<file path="src/pfsm_pkg.sv">
// shared types, constants and functions of the pixel fifo sprite mixer
`default_nettype none

package pfsm_pkg;

    localparam int FIFO_DEPTH  = 8;
    localparam int PLANE_W     = 8;
    localparam int COUNT_W     = 4;
    localparam int DROP_W      = 4;
    localparam int PAL_W       = 8;
    localparam int CODE_W      = 4;
    localparam int CFG_IDX_W   = 2;

    localparam logic [COUNT_W-1:0] COUNT_FULL = COUNT_W'(FIFO_DEPTH);

    typedef enum logic [1:0] {
        REQ_LOAD    = 2'd0,
        REQ_OVERLAY = 2'd1,
        REQ_POP     = 2'd2,
        REQ_DISCARD = 2'd3
    } t_req_type;

    typedef enum logic [CFG_IDX_W-1:0] {
        CFG_BG_PAL   = 2'd0,
        CFG_OBJ_PAL0 = 2'd1,
        CFG_OBJ_PAL1 = 2'd2
    } t_cfg_idx;

    typedef struct packed {
        logic                go;
        t_req_type           req_type;
        logic [PLANE_W-1:0]  plane_low;
        logic [PLANE_W-1:0]  plane_high;
        logic                mirror_x;
        logic                palette_select;
        logic                behind_bg;
        logic [DROP_W-1:0]   drop_count;
    } t_fifo_cmd;

    typedef struct packed {
        logic [PAL_W-1:0] bg;
        logic [PAL_W-1:0] obj0;
        logic [PAL_W-1:0] obj1;
    } t_palettes;

    typedef struct packed {
        logic               has_result;
        logic [CODE_W-1:0]  pixel_code;
        logic               underflow;
    } t_fifo_res;

    function automatic logic [PLANE_W-1:0] reverse_byte(input logic [PLANE_W-1:0] v);
        logic [PLANE_W-1:0] b;
        b = ((v & 8'hF0) >> 4) | ((v & 8'h0F) << 4);
        b = ((b & 8'hCC) >> 2) | ((b & 8'h33) << 2);
        b = ((b & 8'hAA) >> 1) | ((b & 8'h55) << 1);
        return b;
    endfunction

    function automatic logic [1:0] shade_of(input logic [PAL_W-1:0] pal,
                                            input logic [1:0] colour);
        logic [1:0] s;
        unique case (colour)
            2'd0: s = pal[1:0];
            2'd1: s = pal[3:2];
            2'd2: s = pal[5:4];
            2'd3: s = pal[7:6];
            default: s = pal[1:0];
        endcase
        return s;
    endfunction

endpackage

`default_nettype wire

</file>
<file path="src/pfsm_req_if.sv">
// request channel of the pixel fifo sprite mixer
`default_nettype none

interface pfsm_req_if;
    logic       valid;
    logic       ready;
    logic [1:0] req_type;
    logic [7:0] plane_low;
    logic [7:0] plane_high;
    logic       mirror_x;
    logic       palette_select;
    logic       behind_bg;
    logic [3:0] drop_count;

    modport source (
        output valid, req_type, plane_low, plane_high, mirror_x,
               palette_select, behind_bg, drop_count,
        input  ready
    );
    modport sink (
        input  valid, req_type, plane_low, plane_high, mirror_x,
               palette_select, behind_bg, drop_count,
        output ready
    );
endinterface

`default_nettype wire

</file>
<file path="src/pfsm_res_if.sv">
// result channel of the pixel fifo sprite mixer
`default_nettype none

interface pfsm_res_if;
    logic       valid;
    logic       ready;
    logic [3:0] pixel_code;
    logic       underflow;

    modport source (
        output valid, pixel_code, underflow,
        input  ready
    );
    modport sink (
        input  valid, pixel_code, underflow,
        output ready
    );
endinterface

`default_nettype wire

</file>
<file path="src/pfsm_fifo.sv">
// background and sprite plane registers with pixel mixing
`default_nettype none

module pfsm_fifo import pfsm_pkg::*; (
    input  wire        i_clk,
    input  wire        i_rst_n,
    input  t_fifo_cmd  i_cmd,
    input  t_palettes  i_pal,
    output t_fifo_res  o_res
);

    logic [PLANE_W-1:0] r_bg_a, r_bg_b, r_obj_a, r_obj_b, r_obj_pal, r_obj_pri;
    logic [PLANE_W-1:0] n_bg_a, n_bg_b, n_obj_a, n_obj_b, n_obj_pal, n_obj_pri;
    logic [COUNT_W-1:0] r_left, n_left;

    logic [PLANE_W-1:0] spr_lo, spr_hi, mask;
    logic [1:0]         bgc, objc, spr_shade;
    logic               pop_under, drop_under;

    always_comb begin
        spr_lo = i_cmd.mirror_x ? i_cmd.plane_low  : reverse_byte(i_cmd.plane_low);
        spr_hi = i_cmd.mirror_x ? i_cmd.plane_high : reverse_byte(i_cmd.plane_high);
        mask   = (spr_lo | spr_hi) & ~(r_obj_a | r_obj_b);

        bgc        = {r_bg_b[0], r_bg_a[0]};
        objc       = {r_obj_b[0], r_obj_a[0]};
        spr_shade  = shade_of(r_obj_pal[0] ? i_pal.obj1 : i_pal.obj0, objc);
        pop_under  = (r_left == '0);
        drop_under = (i_cmd.drop_count > r_left);

        n_bg_a    = r_bg_a;
        n_bg_b    = r_bg_b;
        n_obj_a   = r_obj_a;
        n_obj_b   = r_obj_b;
        n_obj_pal = r_obj_pal;
        n_obj_pri = r_obj_pri;
        n_left    = r_left;

        o_res = '0;

        unique case (i_cmd.req_type)
            REQ_LOAD: begin
                n_bg_a = reverse_byte(i_cmd.plane_low);
                n_bg_b = reverse_byte(i_cmd.plane_high);
                n_left = COUNT_FULL;
            end
            REQ_OVERLAY: begin
                n_obj_a   = (r_obj_a & ~mask) | (spr_lo & mask);
                n_obj_b   = (r_obj_b & ~mask) | (spr_hi & mask);
                n_obj_pal = (r_obj_pal & ~mask) | (i_cmd.palette_select ? mask : '0);
                n_obj_pri = (r_obj_pri & ~mask) | (i_cmd.behind_bg ? '0 : mask);
            end
            REQ_POP: begin
                n_bg_a    = r_bg_a >> 1;
                n_bg_b    = r_bg_b >> 1;
                n_obj_a   = r_obj_a >> 1;
                n_obj_b   = r_obj_b >> 1;
                n_obj_pal = r_obj_pal >> 1;
                n_obj_pri = r_obj_pri >> 1;
                n_left    = pop_under ? r_left : r_left - COUNT_W'(1);
                o_res.has_result = 1'b1;
                o_res.underflow  = pop_under;
                if (objc != 2'd0 && (r_obj_pri[0] || bgc == 2'd0)) begin
                    o_res.pixel_code = {r_obj_pal[0], ~r_obj_pal[0], spr_shade};
                end else begin
                    o_res.pixel_code = {2'b00, shade_of(i_pal.bg, bgc)};
                end
            end
            REQ_DISCARD: begin
                n_bg_a    = r_bg_a >> i_cmd.drop_count;
                n_bg_b    = r_bg_b >> i_cmd.drop_count;
                n_obj_a   = r_obj_a >> i_cmd.drop_count;
                n_obj_b   = r_obj_b >> i_cmd.drop_count;
                n_obj_pal = r_obj_pal >> i_cmd.drop_count;
                n_obj_pri = r_obj_pri >> i_cmd.drop_count;
                n_left    = drop_under ? '0 : r_left - i_cmd.drop_count;
                o_res.has_result = 1'b1;
                o_res.underflow  = drop_under;
            end
            default: begin
            end
        endcase
    end

    always_ff @(posedge i_clk) begin
        if (!i_rst_n) begin
            r_bg_a    <= '0;
            r_bg_b    <= '0;
            r_obj_a   <= '0;
            r_obj_b   <= '0;
            r_obj_pal <= '0;
            r_obj_pri <= '0;
            r_left    <= '0;
        end else if (i_cmd.go) begin
            r_bg_a    <= n_bg_a;
            r_bg_b    <= n_bg_b;
            r_obj_a   <= n_obj_a;
            r_obj_b   <= n_obj_b;
            r_obj_pal <= n_obj_pal;
            r_obj_pri <= n_obj_pri;
            r_left    <= n_left;
        end
    end

`ifndef SYNTHESIS
    a_count_bound: assert property (@(posedge i_clk) disable iff (!i_rst_n)
        r_left <= COUNT_FULL)
        else $error("pixel count above fifo depth");

    a_load_fills: assert property (@(posedge i_clk) disable iff (!i_rst_n)
        (i_cmd.go && i_cmd.req_type == REQ_LOAD) |=> (r_left == COUNT_FULL))
        else $error("load did not fill the count");

    a_pop_empty: assert property (@(posedge i_clk) disable iff (!i_rst_n)
        (i_cmd.go && i_cmd.req_type == REQ_POP && r_left == '0)
        |-> (o_res.underflow ##1 (r_left == '0)))
        else $error("pop on empty fifo not flagged");

    a_overlay_keeps: assert property (@(posedge i_clk) disable iff (!i_rst_n)
        (i_cmd.go && i_cmd.req_type == REQ_OVERLAY)
        |=> (((r_obj_a | r_obj_b) & ($past(r_obj_a) | $past(r_obj_b)))
             == ($past(r_obj_a) | $past(r_obj_b))))
        else $error("overlay removed a stored sprite pixel");
`endif

endmodule

`default_nettype wire

</file>
<file path="src/pixel_fifo_sprite_mixer_top.sv">
// top level of the pixel fifo sprite mixer: request register, fifo, result register
//
// channel  dir  handshake       payload
// i_req    in   valid / ready   req_type, plane_low, plane_high, mirror_x,
//                               palette_select, behind_bg, drop_count
// o_res    out  valid / ready   pixel_code, underflow
// i_cfg    in   write enable    i_cfg_idx, i_cfg_data (palettes)
//
// one request per cycle while a stalled result does not hold the request register; a request is
// held in the request register, then the fifo update and pixel mix run together into the result register
// pop and discard give a result through the request and result registers, load and overlay none
// reset is synchronous and clears planes, count, palettes and both valid bits
// a stalled result holds the request register; ready stays high while it can drain
`default_nettype none

module pixel_fifo_sprite_mixer_top import pfsm_pkg::*; (
    input  wire                  i_clk,
    input  wire                  i_rst_n,
    pfsm_req_if.sink             i_req,
    pfsm_res_if.source           o_res,
    input  wire                  i_cfg_we,
    input  wire [CFG_IDX_W-1:0]  i_cfg_idx,
    input  wire [PAL_W-1:0]      i_cfg_data
);

    logic       r_in_valid;
    t_fifo_cmd  r_in;
    t_fifo_cmd  fifo_cmd;
    t_fifo_res  fifo_res;
    t_palettes  r_pal;
    logic       r_out_valid;
    logic [CODE_W-1:0] r_out_code;
    logic       r_out_under;
    logic       out_free, adv, in_take;

    assign out_free = !r_out_valid || o_res.ready;
    assign adv      = r_in_valid && (!fifo_res.has_result || out_free);
    assign i_req.ready = !r_in_valid || adv;
    assign in_take  = i_req.valid && i_req.ready;

    always_comb begin
        fifo_cmd    = r_in;
        fifo_cmd.go = adv;
    end

    pfsm_fifo u_fifo (
        .i_clk   (i_clk),
        .i_rst_n (i_rst_n),
        .i_cmd   (fifo_cmd),
        .i_pal   (r_pal),
        .o_res   (fifo_res)
    );

    always_ff @(posedge i_clk) begin
        if (!i_rst_n) begin
            r_pal <= '0;
        end else if (i_cfg_we) begin
            unique case (i_cfg_idx)
                CFG_BG_PAL:   r_pal.bg   <= i_cfg_data;
                CFG_OBJ_PAL0: r_pal.obj0 <= i_cfg_data;
                CFG_OBJ_PAL1: r_pal.obj1 <= i_cfg_data;
                default: begin
                end
            endcase
        end
    end

    always_ff @(posedge i_clk) begin
        if (!i_rst_n) begin
            r_in_valid <= 1'b0;
        end else if (i_req.ready) begin
            r_in_valid <= i_req.valid;
        end
        if (in_take) begin
            r_in.go             <= 1'b1;
            r_in.req_type       <= t_req_type'(i_req.req_type);
            r_in.plane_low      <= i_req.plane_low;
            r_in.plane_high     <= i_req.plane_high;
            r_in.mirror_x       <= i_req.mirror_x;
            r_in.palette_select <= i_req.palette_select;
            r_in.behind_bg      <= i_req.behind_bg;
            r_in.drop_count     <= i_req.drop_count;
        end
    end

    always_ff @(posedge i_clk) begin
        if (!i_rst_n) begin
            r_out_valid <= 1'b0;
        end else if (adv && fifo_res.has_result) begin
            r_out_valid <= 1'b1;
        end else if (o_res.ready) begin
            r_out_valid <= 1'b0;
        end
        if (adv && fifo_res.has_result) begin
            r_out_code  <= fifo_res.pixel_code;
            r_out_under <= fifo_res.underflow;
        end
    end

    assign o_res.valid      = r_out_valid;
    assign o_res.pixel_code = r_out_code;
    assign o_res.underflow  = r_out_under;

`ifndef SYNTHESIS
    a_no_overwrite: assert property (@(posedge i_clk) disable iff (!i_rst_n)
        (r_out_valid && !o_res.ready) |-> !(adv && fifo_res.has_result))
        else $error("stalled result overwritten");

    a_held_request: assert property (@(posedge i_clk) disable iff (!i_rst_n)
        (r_in_valid && !adv) |=> (r_in_valid && $stable(r_in)))
        else $error("blocked request lost");

    a_ready_rule: assert property (@(posedge i_clk) disable iff (!i_rst_n)
        (r_in_valid && !adv) |-> !i_req.ready)
        else $error("request taken while register is blocked");
`endif

endmodule

`default_nettype wire
</file>
<file path="src/flat_wrapper.sv">
// flat-port wrapper written by rule: the top's interface ports become plain ports
module pixel_fifo_sprite_mixer_top_flat import pfsm_pkg::*;
  (i_clk, i_rst_n, i_cfg_we, i_cfg_idx, i_cfg_data, i_req_valid, i_req_req_type, i_req_plane_low, i_req_plane_high, i_req_mirror_x, i_req_palette_select, i_req_behind_bg, i_req_drop_count, i_req_ready, o_res_valid, o_res_pixel_code, o_res_underflow, o_res_ready);
  pfsm_req_if i_req_i ();
  pfsm_res_if o_res_i ();
  input  wire i_clk;
  input  wire i_rst_n;
  input  wire i_cfg_we;
  input  wire [CFG_IDX_W-1:0] i_cfg_idx;
  input  wire [PAL_W-1:0] i_cfg_data;
  input wire logic [$bits(i_req_i.valid)-1:0] i_req_valid;
  input wire logic [$bits(i_req_i.req_type)-1:0] i_req_req_type;
  input wire logic [$bits(i_req_i.plane_low)-1:0] i_req_plane_low;
  input wire logic [$bits(i_req_i.plane_high)-1:0] i_req_plane_high;
  input wire logic [$bits(i_req_i.mirror_x)-1:0] i_req_mirror_x;
  input wire logic [$bits(i_req_i.palette_select)-1:0] i_req_palette_select;
  input wire logic [$bits(i_req_i.behind_bg)-1:0] i_req_behind_bg;
  input wire logic [$bits(i_req_i.drop_count)-1:0] i_req_drop_count;
  output wire logic [$bits(i_req_i.ready)-1:0] i_req_ready;
  output wire logic [$bits(o_res_i.valid)-1:0] o_res_valid;
  output wire logic [$bits(o_res_i.pixel_code)-1:0] o_res_pixel_code;
  output wire logic [$bits(o_res_i.underflow)-1:0] o_res_underflow;
  input wire logic [$bits(o_res_i.ready)-1:0] o_res_ready;
  assign i_req_i.valid = i_req_valid;
  assign i_req_i.req_type = i_req_req_type;
  assign i_req_i.plane_low = i_req_plane_low;
  assign i_req_i.plane_high = i_req_plane_high;
  assign i_req_i.mirror_x = i_req_mirror_x;
  assign i_req_i.palette_select = i_req_palette_select;
  assign i_req_i.behind_bg = i_req_behind_bg;
  assign i_req_i.drop_count = i_req_drop_count;
  assign i_req_ready = i_req_i.ready;
  assign o_res_valid = o_res_i.valid;
  assign o_res_pixel_code = o_res_i.pixel_code;
  assign o_res_underflow = o_res_i.underflow;
  assign o_res_i.ready = o_res_ready;
  pixel_fifo_sprite_mixer_top u_core (.i_clk(i_clk), .i_rst_n(i_rst_n), .i_req(i_req_i), .o_res(o_res_i), .i_cfg_we(i_cfg_we), .i_cfg_idx(i_cfg_idx), .i_cfg_data(i_cfg_data));
endmodule
</file>
<file path="config.mk">
export PLATFORM = sky130hd
export DESIGN_NAME = pixel_fifo_sprite_mixer_top_flat
export DESIGN_NICKNAME = d
export VERILOG_FILES = /design/src/pfsm_pkg.sv /design/src/pfsm_req_if.sv /design/src/pfsm_res_if.sv /design/src/pfsm_fifo.sv /design/src/pixel_fifo_sprite_mixer_top.sv /design/src/flat_wrapper.sv
export SDC_FILE = /design/constraint.sdc
export NUM_CORES = 1
export LEC_CHECK = 0
export BUFFER_PORTS_ARGS = -buffer_cell sky130_fd_sc_hd__clkbuf_2
export CAP_MARGIN = 5
export CORE_ASPECT_RATIO = 0.75
export CORE_MARGIN = 2
export CORE_UTILIZATION = 35
export CTS_CLUSTER_SIZE = 25
export DETAILED_ROUTE_END_ITERATION = 12
export HOLD_SLACK_MARGIN = 0.08
export PLACE_DENSITY_LB_ADDON = 0.05
export REMOVE_ABC_BUFFERS = 1
export SLEW_MARGIN = 20
export SYNTH_ARGS = -nofsm -noshare
export SYNTH_HDL_FRONTEND = slang
export SYNTH_SLANG_ARGS = --single-unit
</file>
<file path="constraint.sdc">
create_clock -name i_clk -period 2.9 [get_ports i_clk]
set_input_delay 0.435 -clock i_clk [delete_from_list [all_inputs] [get_ports i_clk]]
set_output_delay 0.435 -clock i_clk [all_outputs]
set_load 0.02 [all_outputs]
</file>
Word level (Yosys, flattened, before mapping)
Index checks and enable logic that the tools add are counted.
{"block": "word_totals", "elab_cells": 114, "inputBits": 40, "regBits": 108, "out_inout_bits": 7}
{"block": "op_classes", "n_lt_le_gt_ge": 1, "reduce_logical": 28, "mux": 21, "n_addsub": 2, "shifts": 6, "bitwise": 22, "eq_ne": 12}
{"operator": "8-bit case mux with 3 select lines", "n": 6}
{"operator": "8-bit bitwise AND", "n": 7}
{"operator": "8-bit OR", "n": 6}
{"operator": "8-bit by 4-bit right shift with 8-bit output", "n": 6}
{"operator": "8-bit two-way mux", "n": 5}
{"operator": "8-bit NOT", "n": 2}
{"operator": "4-bit by 8-bit OR with 8-bit output", "n": 2}
{"operator": "6-bit by 8-bit OR with 8-bit output", "n": 2}
{"operator": "7-bit by 8-bit OR with 8-bit output", "n": 2}
{"operator": "2-bit case mux with 4 select lines", "n": 2}
{"operator": "2-bit == test, second input constant", "n": 7}
{"operator": "4-bit case mux with 3 select lines", "n": 1}
{"operator": "2-bit AND reduction", "n": 6}
{"operator": "2-bit by 1-bit == test with 1-bit output, second input constant", "n": 4}
{"operator": "2-bit zero test", "n": 4}
{"operator": "4-bit two-way mux", "n": 2}
{"operator": "3-bit nonzero test", "n": 2}
{"operator": "4-bit > comparator", "n": 1}
{"operator": "1-bit logical AND", "n": 4}
{"operator": "4-bit zero test", "n": 1}
{"operator": "1-bit logical OR", "n": 4}
{"operator": "2-bit nonzero test", "n": 2}
{"operator": "4-bit by 1-bit subtractor with 4-bit output, second input constant", "n": 1}
{"operator": "4-bit subtractor", "n": 1}
{"operator": "8 further kinds", "n": 12}

Logic depth before layout (Yosys ltp)
Gate-level depths: netlist of the first run.
{"block": "depth", "depth_word": 10, "depth_mapped": 10}

Modules after synthesis
A second synthesis of the first run with hierarchy kept.
{"block": "unflattened", "hier_cells": 662, "hier_area_um2": 6692.7}
{"mod": "pfsm_fifo", "area_each_um2": 4760.8, "n_inst": 1, "cells_per_inst": 530}
{"mod": "pixel_fifo_sprite_mixer_top", "area_each_um2": 1931.9, "n_inst": 1, "cells_per_inst": 132}

Least setup slack after synthesis of the first run
No wires, ideal clock.
{"block": "synth_path", "path_kind": "reg-to-reg", "start": "register u_core.r_in (netlist bit u_core.fifo_cmd[24])", "end": "register u_core.r_in (netlist bit u_core.fifo_cmd[0]), enable pin", "path_buffers": 3, "stages_incl_launch_ff": 5, "t_required_ns": 2.478, "synth_period_minus_slack_ns": 2.850, "t_arrival_ns": 2.428, "slack_ns": 0.050, "cell_sequence": "edfxtp_1 > buf_4 > clkbuf_1 > clkbuf_1 > a31oi_1"}
{"block": "synth_via", "elab_chain_len": 8, "word_cells_on_any_way": 9, "classes_between": "eq/ne: 2; mux: 1; reduce/logical: 6"}
{"item": "start: declaration", "line": "pixel_fifo_sprite_mixer_top.sv:27", "text": "t_fifo_cmd r_in;"}
{"item": "2-bit == test (on tied branches)"}
{"item": "2-bit OR reduction (no line) *"}
{"item": "1-bit two-way mux *", "line": "pfsm_fifo.sv:41", "text": "unique case (i_cmd.req_type)"}
{"item": "1-bit zero test *", "line": "pixel_fifo_sprite_mixer_top.sv:37", "text": "assign adv = r_in_valid && (!fifo_res.has_result || out_free);"}
{"item": "1-bit logical OR *", "line": "pixel_fifo_sprite_mixer_top.sv:37"}
{"item": "1-bit logical AND *", "line": "pixel_fifo_sprite_mixer_top.sv:37"}
{"item": "1-bit logical OR *", "line": "pixel_fifo_sprite_mixer_top.sv:38", "text": "assign i_req.ready = !r_in_valid || adv;"}
{"item": "1-bit logical AND *", "line": "pixel_fifo_sprite_mixer_top.sv:39", "text": "assign in_take = i_req.valid && i_req.ready;"}
{"item": "named net u_core.in_take", "line": "pixel_fifo_sprite_mixer_top.sv:34", "text": "logic out_free, adv, in_take;"}
The timed path passes the listed nets; every way through them passes the cells marked *.
A chain may end at the register's enable or synchronous reset.

==> impl_metrics.csv, run 1 <==
group,metric,value,unit
status,outcome,"completed",
clock_tree,post-cts-setup-buffers,0,
sta,fin_skew,10.70,ps
sta,slew_headroom,42.20,%
layout,antenna_cells,0,
synth,yosys-top-cells-count,"dfxtp_1 (74), mux2i_1 (73), nand2_1 (50), clkbuf_1 (33)",
synth,ys.flop_type,"dfxtp_1",
min_path,hold_path_class,"in2reg",
global_route,antenna_found_initial,0,
layout,finalNetCount,754,
clock_tree,cts_sinks,104,
global_route,grt_max_degree,43,
synth,synth-seq-area-share,37.27,%
synth,synth_top_area_share,23.17,%
floorplan,dieArea,19370,µm²
synth,avgSynthCellArea,9.484,µm²
sta,hold_viol,0,
clock_tree,clockBufferDepth,2,
floorplan,rows,42,
clock_tree,cts_buffers,9,
sta,rsz0062_at_grt,"false",
global_route,grt_pass1_wl,33150,µm
synth,synth_area,6392,µm²
job,maxCapViolCount,0,
worst_setup_path,required,3170,ps
floorplan,core,17760,µm²
global_route,grt_pass1_vias,5502,
synth,synth_largest_area_cell,"dfxtp_1",
floorplan,ios,47,
layout,area_delta_synth_final,12.66,%
sta,fmax,0.3967,GHz
placed_design,gp_congestion,0.8939,
detailed_routing,vias,5709,
sta,period_needed,2521,ps
pwr,ir_drop,0.2380,mV
floorplan,die_w,160.1,µm
detailed_routing,drc,0,
worst_setup_path,worst_setup_path_start_kind,"register",
layout,drive_gt1_share,17.11,%
clock_tree,hold_buffers,0,
detailed_routing,drtIter0Drc,536,
synth,synthTopCellsByArea,"dfxtp_1 (23%), edfxtp_1 (14%), mux2i_1 (11%)",
clock_tree,clk_pin_slew,80,ps
detailed_routing,dr.pass1.iters,5,
global_route,grt_usage,22.55,%
synth,async_flop_share,0,%
sta,fin_setup_tns,0,ps
detailed_routing,vias_per_cell,5.978,
detailed_routing,wl_per_cell,22.16,µm
pwr,power_leakage,2.842,nW
sta,setup_viol,0,
clock_tree,insertion_delay,370,ps
detailed_routing,detail-route-antenna-nets,0,
floorplan,die_h,121.0,µm
synth,yosysUniqueCellTypes,67,
placed_design,dpl.hpwl,15480,µm
synth,yosys_warnings,0,
clock_tree,cts_resized,0,
clock_tree,cts_root_buf,"clkbuf_16",
worst_setup_path,end_kind,"register",
worst_setup_path,critPathMaxFanout,26,
detailed_routing,wl,21160,µm
synth,ys_ff_latch,104,
clock_tree,cts_tree,"yes",
synth,yosysMostFrequentCell,"dfxtp_1",
layout,final_util,40.55,%
sta,timing.final.crit_share,86.91,%
worst_setup_path,crit_type,"reg2reg",
placed_design,io_buffers,46,
clock_tree,htreeDepth,3,
sta,slew_violations,0,
sta,tightest_slew,865.2,ps
pwr,pwr_density_cell,489.9,nW/µm²
synth,synthCells,674,
floorplan,initial_utilization,35.99,%
worst_setup_path,cp.arrival,2790,ps
global_route,grt.overflow.total,0,
synth,synth-edff-count,30,
[power breakdown]
group	leakage, nW	internal, mW	switching (mW)
clock network	0.141	0.603	0.632
registers	0.899	1.57	0.124
logic	1.80	0.254	0.345
total	2.84	2.43	1.10
[layout make-up]
type / instances / area, µm²
fillers: 1805 / 10560
multi-input cells: 503 / 3709
flip-flops and latches: 104 / 2382
repair buffers: 77 / 475.5
well taps: 242 / 302.8
clock buffers: 9 / 225.2
clock inverters: 7 / 58.81
inverters: 13 / 48.80
[cells by family (layout without fill, tap and decap cells)]
logic type / after synthesis / after routing / share of synthesized area, %
mux: 96 / 96 / 16.54
flops: 104 / 104 / 37.27
compound gates: 209 / 209 / 24.33
simple gates: 189 / 189 / 15.21
fa+ha+maj: 6 / 6 / 1.292
xor+xnor: 3 / 3 / 0.4111
buf+inv: 67 / 106 / 4.952
[placed cells by master (no fill, tap or decap), drive strengths merged, types with 3 or more instances in the layout]
master and count:
a221oi 14, o211ai 11, o21ai 40, a22oi 6, nand3b 4, ha 5, a222oi 8, nand2b 6
o2111ai 5, nand3 21, mux2 17, dfxtp 74, a21oi 26, buf 31, a21o 15, a31oi 12
nand2 50, o21a 4, and2 7, a21boi 10, mux2i 73, nor2 28, mux4 6, nor3 27
a2111oi 6, o31ai 11, edfxtp 30, nor2b 30, clkbuf 55, a211oi 6, a221o 6, a32oi 3
and3 4, o2bb2ai 10, inv 19
[final timing paths]
kind,slack [ps],cells after the start,endpoint,startpoint
worst max-delay path,380,6,register,u_core.fifo_cmd[0]
worst min-delay path,230,1,u_core.fifo_cmd[10],i_req_plane_high[3]
worst max register to register,380,6,register,u_core.fifo_cmd[0]
worst min register to register,480,2,u_core.u_fifo.r_bg_b[2],u_core.u_fifo.r_bg_b[2]
[metal layers]
layer	global-route usage [%]	wire, µm	share of wire (%)	vias to the layer above
met2	31.82	8734	41	210
met3	5.332	1510	7.1	19
li1	-	-	-	2662
met4	6.081	263	1.2	0
met1	34.03	10650	50	2818
met5	0	0	0	-
[stage by stage]
stage	cell area [µm²]	setup slack, ps	std cells	hold slack [ps]	total power, mW
final	7202	379.5	955	234.9	3.528
after global routing	7202	272.1	955	215.7	3.694
after CTS	7202	487.3	955	219.8	3.555
after detailed placement	6918	513.4	939	470.1	2.315
after global placement	6918	492.3	939	465.4	2.311
after floorplan	6125	-381.9	620	444.5	2.055
[worst max-delay path, stage by stage, from the launching register on]
cell	delay [ps]
edfxtp_1	540
buf_4	460
nor2b_1	310
and3_1	270
nor4_1	480
o21ai_1	110
a41o_1	240
Power figures use the tool's default switching activity.
==> inputs of run 2 (changes only) <==
--- a/config.mk
+++ b/config.mk
@@ -18,4 +18,5 @@
 export SLEW_MARGIN = 20
 export SYNTH_ARGS = -nofsm -noshare
 export SYNTH_HDL_FRONTEND = slang
+export SYNTH_HIERARCHICAL = 1
 export SYNTH_SLANG_ARGS = --single-unit
==> impl_metrics.csv, run 2 <==
group,metric,value,unit
status,outcome,"completed",
synth,synthCells,650,
floorplan,ios,47,
detailed_routing,dr.pass1.iters,7,
sta,setup_viol,0,
min_path,hold_path_class,"in2reg",
clock_tree,cts_tree,"yes",
floorplan,initial_utilization,35.64,%
layout,multiInputGateArea,3795,µm²
global_route,grt_usage,21.01,%
global_route,grt.overflow.total,0,
clock_tree,clockBufferDepth,2,
worst_setup_path,crit_cells,5,
pwr,power_leakage,2.697,nW
worst_setup_path,slowest_stage,"edfxtp_1",
detailed_routing,wl_per_cell,22.33,µm
clock_tree,post-cts-setup-buffers,0,
worst_setup_path,cp.arrival,2520,ps
min_path,min_path_cells,1,
detailed_routing,vias_per_cell,6.037,
global_route,grt_pass1_vias,5261,
sta,tightest_slew,859.0,ps
detailed_routing,drtIter0Drc,624,
layout,seqCellArea,2382,µm²
pwr,clkPwrFrac,36.0,%
layout,layout_common_cells,"dfxtp_1 (74), mux2i_1 (64), nand2_1 (61), clkbuf_2 (46), a21oi_1 (44)",
pwr,swShare,29.44,%
worst_setup_path,critPathMaxFanout,19,
worst_setup_path,end_kind,"register",
layout,fillers,1833,
sta,timing.final.crit_share,79.10,%
clock_tree,hold_buffers,0,
clock_tree,clk_pin_slew,80,ps
placed_design,io_buffers,46,
clock_tree,cts_resized,0,
global_route,antenna_found_initial,0,
layout,final_util,39.50,%
floorplan,die_h,122.5,µm
clock_tree,htreeDepth,3,
job,maxCapViolCount,0,
layout,drive_gt1_share,20.12,%
worst_setup_path,critPathMostFrequentCell,"buf_4",
worst_setup_path,path_delay_family,"flip-flops",
detailed_routing,drc,0,
detailed_routing,detail-route-antenna-nets,0,
clock_tree,cts_sinks,104,
pwr,pwr-share-comb,16.4,%
sta,fmax,0.4359,GHz
floorplan,die_w,162.1,µm
sta,period_needed,2294,ps
detailed_routing,wl,20730,µm
worst_setup_path,crit_type,"reg2reg",
worst_setup_path,r2r_slack,610,ps
worst_setup_path,crit_buf_inv,2,
clock_tree,cts_root_buf,"clkbuf_16",
synth,synth_area,6558,µm²
placed_design,dpl.hpwl,14690,µm
pwr,pwr_density_cell,490.5,nW/µm²
pwr,ir_drop,0.2792,mV
global_route,grt_max_degree,75,
pwr,seq_power_share,47.6,%
sta,hold_viol,0,
clock_tree,cts_buffers,9,
sta,slew_violations,0,
layout,finalNetCount,722,
worst_setup_path,worst_setup_path_start_kind,"register",
worst_setup_path,startpoint,"u_core/fifo_cmd[23]",
min_path,min_from,"i_req_plane_high[0]",
detailed_routing,vias,5602,
floorplan,core,18400,µm²
pwr,internal-power,2.516,mW
worst_setup_path,critPathMaxStageDelay,710,ps
layout,layout_commonest_cell,"dfxtp_1",
sta,rsz0062_at_grt,"false",
floorplan,dieArea,19860,µm²
clock_tree,insertion_delay,360,ps
sta,fin_skew,8.208,ps
sta,slew_headroom,42.73,%
floorplan,rows,43,
worst_setup_path,required,3130,ps
placed_design,gp_congestion,0.8331,
worst_setup_path,r2r_start,"u_core/fifo_cmd[23]",
worst_setup_path,rr_worst_depth,5,
synth,yosys_warnings,6,
layout,antenna_cells,0,
synth,avgSynthCellArea,10.09,µm²
global_route,grt_pass1_wl,31830,µm
pwr,power.switching,1.049,mW
layout,area_delta_synth_final,10.84,%
pwr,power,3.565,mW
sta,fin_setup_tns,0,ps
worst_setup_path,cp_cell_sequence,"and4bb_2 > buf_4 > buf_4 > a221oi_1 > a21oi_1",
==> run 2: cell types whose count changed in the layout (fill, tap and decap cells not counted), moves of 10 or more <==
cell	previous run	this run
nand2_1	50	61
nand3_1	21	11
a21boi_1	10	0
mux4_2	6	24
o21ai_0	25	11
a21oi_1	26	44
nor2b_1	30	5
==> run 2: power groups by stage <==
stage / clock network, mW / registers (mW) / logic, mW
floorplan: 0 / 1.70 / 0.367
global placement: 0 / 1.73 / 0.574
detailed placement: 0 / 1.73 / 0.577
CTS: 1.33 / 1.69 / 0.580
global route: 1.38 / 1.71 / 0.635
finish: 1.28 / 1.70 / 0.583
==> run 2: per-layer routing <==
metal | wire length, µm | track usage [%] | up-vias
met4 | 97 | 3.319 | 0
met5 | 0 | 0 | -
met1 | 9951 | 30.81 | 2783
li1 | - | - | 2583
met3 | 1753 | 6.016 | 10
met2 | 8923 | 31.17 | 226
==> run 2: how the worst min path moves through the flow <==
stage,slack [ps],end
2_1_floorplan,430,u_core/r_pal[18]
3_3_place_gp,450,u_core/r_pal[18]
3_5_place_dp,450,u_core/r_pal[21]
4_1_cts,230,u_core/fifo_cmd[11]
5_1_grt,230,u_core/fifo_cmd[7]
6_report,250,u_core/fifo_cmd[7]
==> run 2: final cells by class <==
cell class / instances / share of cell area [%]
tap: 247 / 4.252
timing repair buffer: 69 / 5.887
inverter: 13 / 0.6714
clock inverter: 6 / 1.050
multi-input combinational: 479 / 52.21
sequential: 104 / 32.78
clock buffer: 10 / 3.150
==> run 2: metrics by stage <==
step,worst slack [ps],hold WS [ps],cell area (µm²),cells
after detailed placement,640.0,445.4,6963,912
after floorplan,-773.5,431.5,6222,596
after global routing,507.8,233.7,7268,928
final,606.1,245.6,7268,928
after CTS,621.1,233.0,7268,928
after global placement,647.5,445.8,6963,912
